===== config.mk =====
export PLATFORM = sky130hd
export DESIGN_NAME = ordered_unique_key_set_core
export DESIGN_NICKNAME = d
export VERILOG_FILES = /design/src/sv/ouks_pkg.sv /design/src/sv/ouks_ram.sv /design/src/sv/ouks_ctrl.sv /design/src/sv/ouks_dp.sv /design/src/sv/ordered_unique_key_set_core.sv
export SDC_FILE = /design/constraint.sdc
export NUM_CORES = 1
export LEC_CHECK = 0
export BUFFER_PORTS_ARGS = -buffer_cell sky130_fd_sc_hd__buf_2
export CAP_MARGIN = 20
export CORE_MARGIN = 4
export CORE_UTILIZATION = 56
export DETAILED_ROUTE_END_ITERATION = 7
export PLACE_DENSITY = 0.76
export SYNTH_ARGS = -nofsm -noshare
export SYNTH_HDL_FRONTEND = slang
export SYNTH_SLANG_ARGS = --single-unit

===== constraint.sdc =====
create_clock -name clk -period 5.3 [get_ports clk]
set_clock_uncertainty 0.05 [all_clocks]
set_input_delay 0.265 -clock clk [delete_from_list [all_inputs] [get_ports clk]]
set_output_delay 0.265 -clock clk [all_outputs]
set_load 0.02 [all_outputs]

===== src/sv/ouks_pkg.sv =====
package ouks_pkg;

  localparam int KEY_FIELD_W = 32;
  localparam int POS_W       = 4;
  localparam int CNT_FIELD_W = 5;

  typedef enum logic [2:0] {
    CMD_ADD    = 3'd0,
    CMD_REMOVE = 3'd1,
    CMD_CLEAR  = 3'd2,
    CMD_FIND   = 3'd3,
    CMD_READ   = 3'd4,
    CMD_LIST   = 3'd5
  } cmd_t;

  typedef enum logic [2:0] {
    STS_OK        = 3'd0,
    STS_PRESENT   = 3'd1,
    STS_FULL      = 3'd2,
    STS_NOT_FOUND = 3'd3,
    STS_RANGE     = 3'd4
  } status_t;

  typedef enum logic [2:0] {
    ST_IDLE,
    ST_DISPATCH,
    ST_SCAN,
    ST_SHIFT,
    ST_READ_WAIT,
    ST_LIST
  } state_t;

  typedef struct packed {
    cmd_t                   cmd;
    logic [KEY_FIELD_W-1:0] key;
    logic [POS_W-1:0]       position;
  } in_item_t;

  typedef struct packed {
    status_t                status;
    logic [KEY_FIELD_W-1:0] entry_value;
    logic [CNT_FIELD_W-1:0] entry_count;
    logic                   last;
  } out_item_t;

  typedef struct packed {
    logic    load;
    logic    rd_scan;
    logic    rd_pos;
    logic    seek_hit;
    logic    shift_wr;
    logic    append;
    logic    count_dec;
    logic    count_clr;
    logic    emit;
    status_t emit_status;
    logic    emit_data;
    logic    emit_last;
  } dp_cmd_t;

  typedef struct packed {
    cmd_t cmd;
    logic hit;
    logic idx_end;
    logic full;
    logic empty;
    logic pos_ok;
    logic rv;
  } dp_stat_t;

endpackage


===== src/sv/ouks_ram.sv =====
module ouks_ram #(
  parameter int WIDTH = 32,
  parameter int DEPTH = 16
) (
  input  logic                                   clk,
  input  logic                                   we,
  input  logic [((DEPTH > 1) ? $clog2(DEPTH) : 1)-1:0] waddr,
  input  logic [WIDTH-1:0]                       wdata,
  input  logic                                   re,
  input  logic [((DEPTH > 1) ? $clog2(DEPTH) : 1)-1:0] raddr,
  output logic [WIDTH-1:0]                       rdata
);

  logic [WIDTH-1:0] mem [DEPTH];

  always_ff @(posedge clk) begin
    if (we) begin
      mem[waddr] <= wdata;
    end
    if (re) begin
      rdata <= mem[raddr];
    end
  end

endmodule


===== src/sv/ouks_ctrl.sv =====
module ouks_ctrl
  import ouks_pkg::*;
(
  input  logic     clk,
  input  logic     rst_n,
  input  logic     start,
  output logic     busy,
  input  dp_stat_t stat,
  output dp_cmd_t  cmd
);

  state_t state_r;
  state_t state_nxt;

  always_ff @(posedge clk) begin
    if (!rst_n) begin
      state_r <= ST_IDLE;
    end else begin
      state_r <= state_nxt;
    end
  end

  always_comb begin
    state_nxt       = state_r;
    cmd             = '0;
    cmd.emit_status = STS_OK;
    busy            = (state_r != ST_IDLE);
    case (state_r)
      ST_IDLE: begin
        if (start) begin
          cmd.load  = 1'b1;
          state_nxt = ST_DISPATCH;
        end
      end
      ST_DISPATCH: begin
        case (stat.cmd)
          CMD_ADD, CMD_REMOVE, CMD_FIND: begin
            state_nxt = ST_SCAN;
          end
          CMD_CLEAR: begin
            cmd.count_clr = 1'b1;
            cmd.emit      = 1'b1;
            cmd.emit_last = 1'b1;
            state_nxt     = ST_IDLE;
          end
          CMD_READ: begin
            if (stat.pos_ok) begin
              cmd.rd_pos = 1'b1;
              state_nxt  = ST_READ_WAIT;
            end else begin
              cmd.emit        = 1'b1;
              cmd.emit_status = STS_RANGE;
              cmd.emit_last   = 1'b1;
              state_nxt       = ST_IDLE;
            end
          end
          CMD_LIST: begin
            if (stat.empty) begin
              cmd.emit        = 1'b1;
              cmd.emit_status = STS_NOT_FOUND;
              cmd.emit_last   = 1'b1;
              state_nxt       = ST_IDLE;
            end else begin
              state_nxt = ST_LIST;
            end
          end
          default: begin
            cmd.emit      = 1'b1;
            cmd.emit_last = 1'b1;
            state_nxt     = ST_IDLE;
          end
        endcase
      end
      ST_SCAN: begin
        if (stat.hit) begin
          case (stat.cmd)
            CMD_REMOVE: begin
              cmd.seek_hit = 1'b1;
              state_nxt    = ST_SHIFT;
            end
            CMD_ADD: begin
              cmd.emit        = 1'b1;
              cmd.emit_status = STS_PRESENT;
              cmd.emit_last   = 1'b1;
              state_nxt       = ST_IDLE;
            end
            default: begin
              cmd.emit      = 1'b1;
              cmd.emit_last = 1'b1;
              state_nxt     = ST_IDLE;
            end
          endcase
        end else if (stat.idx_end) begin
          cmd.emit      = 1'b1;
          cmd.emit_last = 1'b1;
          state_nxt     = ST_IDLE;
          if (stat.cmd == CMD_ADD) begin
            if (stat.full) begin
              cmd.emit_status = STS_FULL;
            end else begin
              cmd.append = 1'b1;
            end
          end else begin
            cmd.emit_status = STS_NOT_FOUND;
          end
        end else begin
          cmd.rd_scan = 1'b1;
        end
      end
      ST_SHIFT: begin
        cmd.rd_scan  = !stat.idx_end;
        cmd.shift_wr = stat.rv;
        if (stat.idx_end && !stat.rv) begin
          cmd.count_dec = 1'b1;
          cmd.emit      = 1'b1;
          cmd.emit_last = 1'b1;
          state_nxt     = ST_IDLE;
        end
      end
      ST_READ_WAIT: begin
        cmd.emit      = 1'b1;
        cmd.emit_data = 1'b1;
        cmd.emit_last = 1'b1;
        state_nxt     = ST_IDLE;
      end
      ST_LIST: begin
        cmd.rd_scan = !stat.idx_end;
        if (stat.rv) begin
          cmd.emit      = 1'b1;
          cmd.emit_data = 1'b1;
          cmd.emit_last = stat.idx_end;
        end
        if (stat.idx_end) begin
          state_nxt = ST_IDLE;
        end
      end
      default: begin
        state_nxt = ST_IDLE;
      end
    endcase
  end

endmodule


===== src/sv/ouks_dp.sv =====
module ouks_dp
  import ouks_pkg::*;
#(
  parameter int CAPACITY = 16,
  parameter int KEY_BITS = 32
) (
  input  logic      clk,
  input  logic      rst_n,
  input  in_item_t  in_item,
  input  dp_cmd_t   cmd,
  output dp_stat_t  stat,
  output logic      out_valid,
  output out_item_t out_item
);

  localparam int AW = (CAPACITY > 1) ? $clog2(CAPACITY) : 1;
  localparam int CW = $clog2(CAPACITY + 1);
  localparam int KW = (KEY_BITS < KEY_FIELD_W) ? KEY_BITS : KEY_FIELD_W;

  cmd_t             cmd_r;
  logic [KW-1:0]    key_r;
  logic [POS_W-1:0] pos_r;
  logic [CW-1:0]    count_r;
  logic [CW-1:0]    count_nxt;
  logic [CW-1:0]    idx_r;
  logic [CW-1:0]    idx_nxt;
  logic             rv_r;
  logic [AW-1:0]    ra_r;
  logic             out_valid_r;
  out_item_t        out_item_r;

  logic                  rd_en;
  logic [AW-1:0]         rd_addr;
  logic [KW-1:0]         rd_data;
  logic                  wr_en;
  logic [AW-1:0]         wr_addr;
  logic [KW-1:0]         wr_data;
  logic [AW+POS_W-1:0]   pos_x;
  logic [CW+POS_W-1:0]   pos_cmp;
  logic [CW+POS_W-1:0]   count_cmp;
  logic [CW+CNT_FIELD_W-1:0] count_x;
  logic [KW+KEY_FIELD_W-1:0] value_x;

  ouks_ram #(
    .WIDTH(KW),
    .DEPTH(CAPACITY)
  ) u_ram (
    .clk  (clk),
    .we   (wr_en),
    .waddr(wr_addr),
    .wdata(wr_data),
    .re   (rd_en),
    .raddr(rd_addr),
    .rdata(rd_data)
  );

  always_comb begin
    pos_x     = (AW + POS_W)'(pos_r);
    pos_cmp   = (CW + POS_W)'(pos_r);
    count_cmp = (CW + POS_W)'(count_r);
    rd_en     = cmd.rd_scan | cmd.rd_pos;
    rd_addr   = cmd.rd_pos ? pos_x[AW-1:0] : idx_r[AW-1:0];
    wr_en     = cmd.append | cmd.shift_wr;
    wr_addr   = cmd.append ? count_r[AW-1:0] : ra_r - AW'(1);
    wr_data   = cmd.append ? key_r : rd_data;

    count_nxt = count_r;
    if (cmd.count_clr) begin
      count_nxt = '0;
    end else if (cmd.append) begin
      count_nxt = count_r + CW'(1);
    end else if (cmd.count_dec) begin
      count_nxt = count_r - CW'(1);
    end

    idx_nxt = idx_r;
    if (cmd.load) begin
      idx_nxt = '0;
    end else if (cmd.seek_hit) begin
      idx_nxt = CW'(ra_r) + CW'(1);
    end else if (cmd.rd_scan) begin
      idx_nxt = idx_r + CW'(1);
    end

    count_x = (CW + CNT_FIELD_W)'(count_nxt);
    value_x = (KW + KEY_FIELD_W)'(rd_data);

    stat.cmd     = cmd_r;
    stat.hit     = rv_r && (rd_data == key_r);
    stat.idx_end = (idx_r == count_r);
    stat.full    = (count_r >= CW'(CAPACITY));
    stat.empty   = (count_r == '0);
    stat.pos_ok  = (pos_cmp < count_cmp);
    stat.rv      = rv_r;
  end

  always_ff @(posedge clk) begin
    if (!rst_n) begin
      count_r     <= '0;
      idx_r       <= '0;
      rv_r        <= 1'b0;
      out_valid_r <= 1'b0;
    end else begin
      count_r     <= count_nxt;
      idx_r       <= idx_nxt;
      rv_r        <= rd_en;
      out_valid_r <= cmd.emit;
    end
  end

  always_ff @(posedge clk) begin
    if (cmd.load) begin
      cmd_r <= in_item.cmd;
      key_r <= in_item.key[KW-1:0];
      pos_r <= in_item.position;
    end
    if (rd_en) begin
      ra_r <= rd_addr;
    end
    if (cmd.emit) begin
      out_item_r.status      <= cmd.emit_status;
      out_item_r.entry_value <= cmd.emit_data ? value_x[KEY_FIELD_W-1:0] : '0;
      out_item_r.entry_count <= count_x[CNT_FIELD_W-1:0];
      out_item_r.last        <= cmd.emit_last;
    end
  end

  assign out_valid = out_valid_r;
  assign out_item  = out_item_r;

endmodule


===== src/sv/ordered_unique_key_set_core.sv =====
// steps: find, add and list walk the stored keys from accept to the last result; find and add
// stop early when they hit; remove scans for the key, then shifts the later entries down
// read fetches the entry at the given position; clear and unused codes answer from dispatch
// throughput: one item at a time, the next accept can fall on the edge that takes the last
// result; the single read port of the entry ram is walked once per stored key
// reset: synchronous active low, empties the set; entries are not cleared and need no pass
module ordered_unique_key_set_core
  import ouks_pkg::*;
#(
  parameter int CAPACITY = 16,
  parameter int KEY_BITS = 32
) (
  input  logic      clk,
  input  logic      rst_n,
  input  logic      start,
  output logic      busy,
  input  in_item_t  in_item,
  output logic      out_valid,
  output out_item_t out_item
);

  dp_cmd_t  dp_cmd;
  dp_stat_t dp_stat;

  ouks_ctrl u_ctrl (
    .clk  (clk),
    .rst_n(rst_n),
    .start(start),
    .busy (busy),
    .stat (dp_stat),
    .cmd  (dp_cmd)
  );

  ouks_dp #(
    .CAPACITY(CAPACITY),
    .KEY_BITS(KEY_BITS)
  ) u_dp (
    .clk      (clk),
    .rst_n    (rst_n),
    .in_item  (in_item),
    .cmd      (dp_cmd),
    .stat     (dp_stat),
    .out_valid(out_valid),
    .out_item (out_item)
  );

endmodule


==> results.txt <==
min Tclk post-route: 4.43 ns
share of cells above drive strength 1: 16.1%
total CTS buffers: 61
Post-Synthesis Net Count: 1,555
Final Cycle Share: 83.6%
critical path endpoint category: flop
worst rel slew slack: 24.8%
register share of total power: 55.4%
status: completed
adder-cell area share of the yosys netlist: 0.389%
Filler cells: 3,019
commonest non-fill, non-tap cells in the layout: edfxtp_1, mux2i_1, o22ai_1
Sink Count: 643
Fin. Hold Viols: 0
# setup viols final: 0
H-tree depth: 2
First DRT Iteration DRCs: 1,950
vias post-DR: 14,521
Int Power: 8080 uW
Die Span Y: 222 microns
Worst Hold Slack: 0.103 ns
GRT Overall Usage: 25.0%
Die W: 222 microns
Gate power share: 2.1%
Final WS setup: 0.867 ns
Placed Area: 27,200 sq um
mux share of post-synthesis cell area: 11.9%
actual slew at the worst max-slew pin: 1.12 ns
number of synthesized flops with an enable pin: 628
Synth Area in Simple Gates: 5.09%
post-route cell area: 29,600 sq um
Reg clk slew, reported paths: 0.06 ns
Ant. Diodes: 0
GPL Wtd Cong: 0.902
core area: 45,400 sq um
final setup TNS: 0 ns
Routed Antenna Nets: 0
Ports: 85
cell area after synthesis: 25,700 sq um
first-pass iteration count of the detailed router: 5
XOR/XNOR Fraction of Synth Area: 1.46%
compound-cell area share of the yosys netlist: 4.86%
RSZ-0062 raised after global routing: no
Worst Path Arrival: 4.73 ns
ys async rst share: 0%
Setup CP Type: reg2reg
Post-Synthesis Cells: 1,505
CTS tree: yes
initial antenna violation count: 1
Starting Density: 56.7%
area of the multi-input gates: 6370 sq um
first-pass GRT wire length: 91,900 microns
Setup crit start kind: flop
#FFs+latches synth: 643
Static Leak: 0.00928 uW
global route overflow: 0
IR drop worst, VDD: 321 uV
sequential cell area: 19,200 sq um
vias in the first global route: 14,393
number of max-cap violations: 0
Distinct cells, synth: 57
switching power total: 2000 uW
clock latency on the worst-skew pair: 0.63 ns
Via density: 6.28
PortBufs: 84
ys flop type: edfxtp_1
sequential element share of the synthesized area: 74.4%
nets: 1,713
most common cell after layout, fill and taps aside: edfxtp_1
Clk network pwr share: 42.5%
sw frac: 19.8%
fin. max-slew vios: 0
Post-route DRC: 0
largest net degree at the start of global routing: 80
yosys warns: 0
pre-CTS WS: 0.921 ns
DP Wirelength: 35,000 microns
Synth-to-Final Area Change: 14.8%
Routed WL: 62,700 microns
CP max FO: 79
Max clock buf depth: 3
routed len/inst: 27.1 microns
Pwr Density: 341 nW/um^2
main combinational cell family by area after synthesis: multiplexers
# rows: 78
fmax: 0.226 GHz
worst path required time: 5.60 ns
area of the die: 49,500 sq um
clk root buf: clkbuf_16
syn avg cell area: 17.1 sq um
Hold WC Path Type: in2reg
==> flip-flops by register name, indices dropped and copies added, names as in the netlist <==
name	flops
u_dp.u_ram.mem	512
u_dp.out_item	41
u_dp.key_r	32
u_dp.u_ram.rdata	32
u_dp.count_r	5
u_dp.idx_r	5
u_dp.pos_r	4
u_dp.ra_r	4
u_ctrl.state_r	3
u_dp.cmd_r	3
u_dp.out_valid	1
u_dp.rv_r	1
==> per-layer routing <==
| metal | global-route usage (%) | share of wire (%) | routed length [microns] | up-vias |
|---|---|---|---|---|
| li1 | - | - | - | 6327 |
| met1 | 33.4 | 38 | 24100 | 7255 |
| met2 | 40.6 | 47 | 29800 | 775 |
| met3 | 5.27 | 9.5 | 5990 | 162 |
| met4 | 10.2 | 4.5 | 2810 | 2 |
| met5 | 0 | 0.016 | 10 | - |
==> worst paths after layout <==
kind | slack (ns) | end | depth (start not counted) | from
hold reg to reg | 0.52 | u_dp.idx_r[1] | 2 | u_dp.idx_r[1]
hold / removal | 0.10 | u_ctrl.state_r[0] | 4 | start
setup / recovery | 0.87 | u_dp.u_ram.rdata[1] | 10 | u_dp.count_r[2]
setup reg to reg | 0.87 | u_dp.u_ram.rdata[1] | 10 | u_dp.count_r[2]
==> critical path: stages (launching register included) <==
cell      delay (ns)
dfxtp_1         0.57
inv_1           0.17
ha_1            0.34
a21oi_1         0.17
o21ai_2         0.11
a221oi_4        0.43
mux2_8          0.73
buf_12          0.39
mux2i_1         0.26
o22ai_1         0.09
or4_1           0.61
==> cell usage after synthesis, types with 17 or more instances <==
cell type,number,share of area [%]
nand2b_1,20,0.49
xor2_1,30,1.0
mux2i_1,266,10
mux2_2,32,1.4
and2_1,34,0.83
nor2_1,18,0.26
edfxtp_1,628,73
buf_4,28,0.82
o22ai_1,132,3.2
nand2_1,42,0.61
nor3_1,20,0.39
or4_1,33,0.96
buf_2,17,0.33
==> through the flow <==
step                instances  total power (uW)  utilization (%)
finish                   2313             10100             65.2
global route             2313             10400             65.2
CTS                      2312             10100             65.1
detailed placement       2159              5880             59.9
global placement         2159              5870             59.9
floorplan                1505              5790                -
==> timing repair <==
action | 4_1_cts | 5_1_grt
hold buffers | 40 | 0
hold endpoints to repair | 49 | 0
buffers inserted | 0 | 0
resized for setup | 0 | 0
==> final cells by class <==
class                      instances  share of cell area [%]
tap                              600                    2.54
sequential                       643                    64.8
multi-input combinational        772                    21.5
timing repair buffer             169                    4.26
inverter                          16                   0.203
clock buffer                      71                    5.29
clock inverter                    42                    1.38
==> logic make-up (layout without fill, tap and decap cells) <==
group,Yosys count,in the layout
simple gates,230,230
mux,300,300
flops,643,643
xor+xnor,43,43
buf+inv,90,298
compound gates,191,191
fa+ha+maj,8,8
==> power groups by stage <==
stage	Clock, uW	Sequential [uW]	Combinational, uW
finish	4290	5590	207
global route	4560	5590	221
CTS	4340	5590	206
detailed placement	0	5700	183
global placement	0	5700	178
floorplan	0	5700	85.2
No activity file was read; power rests on OpenSTA's default activity.
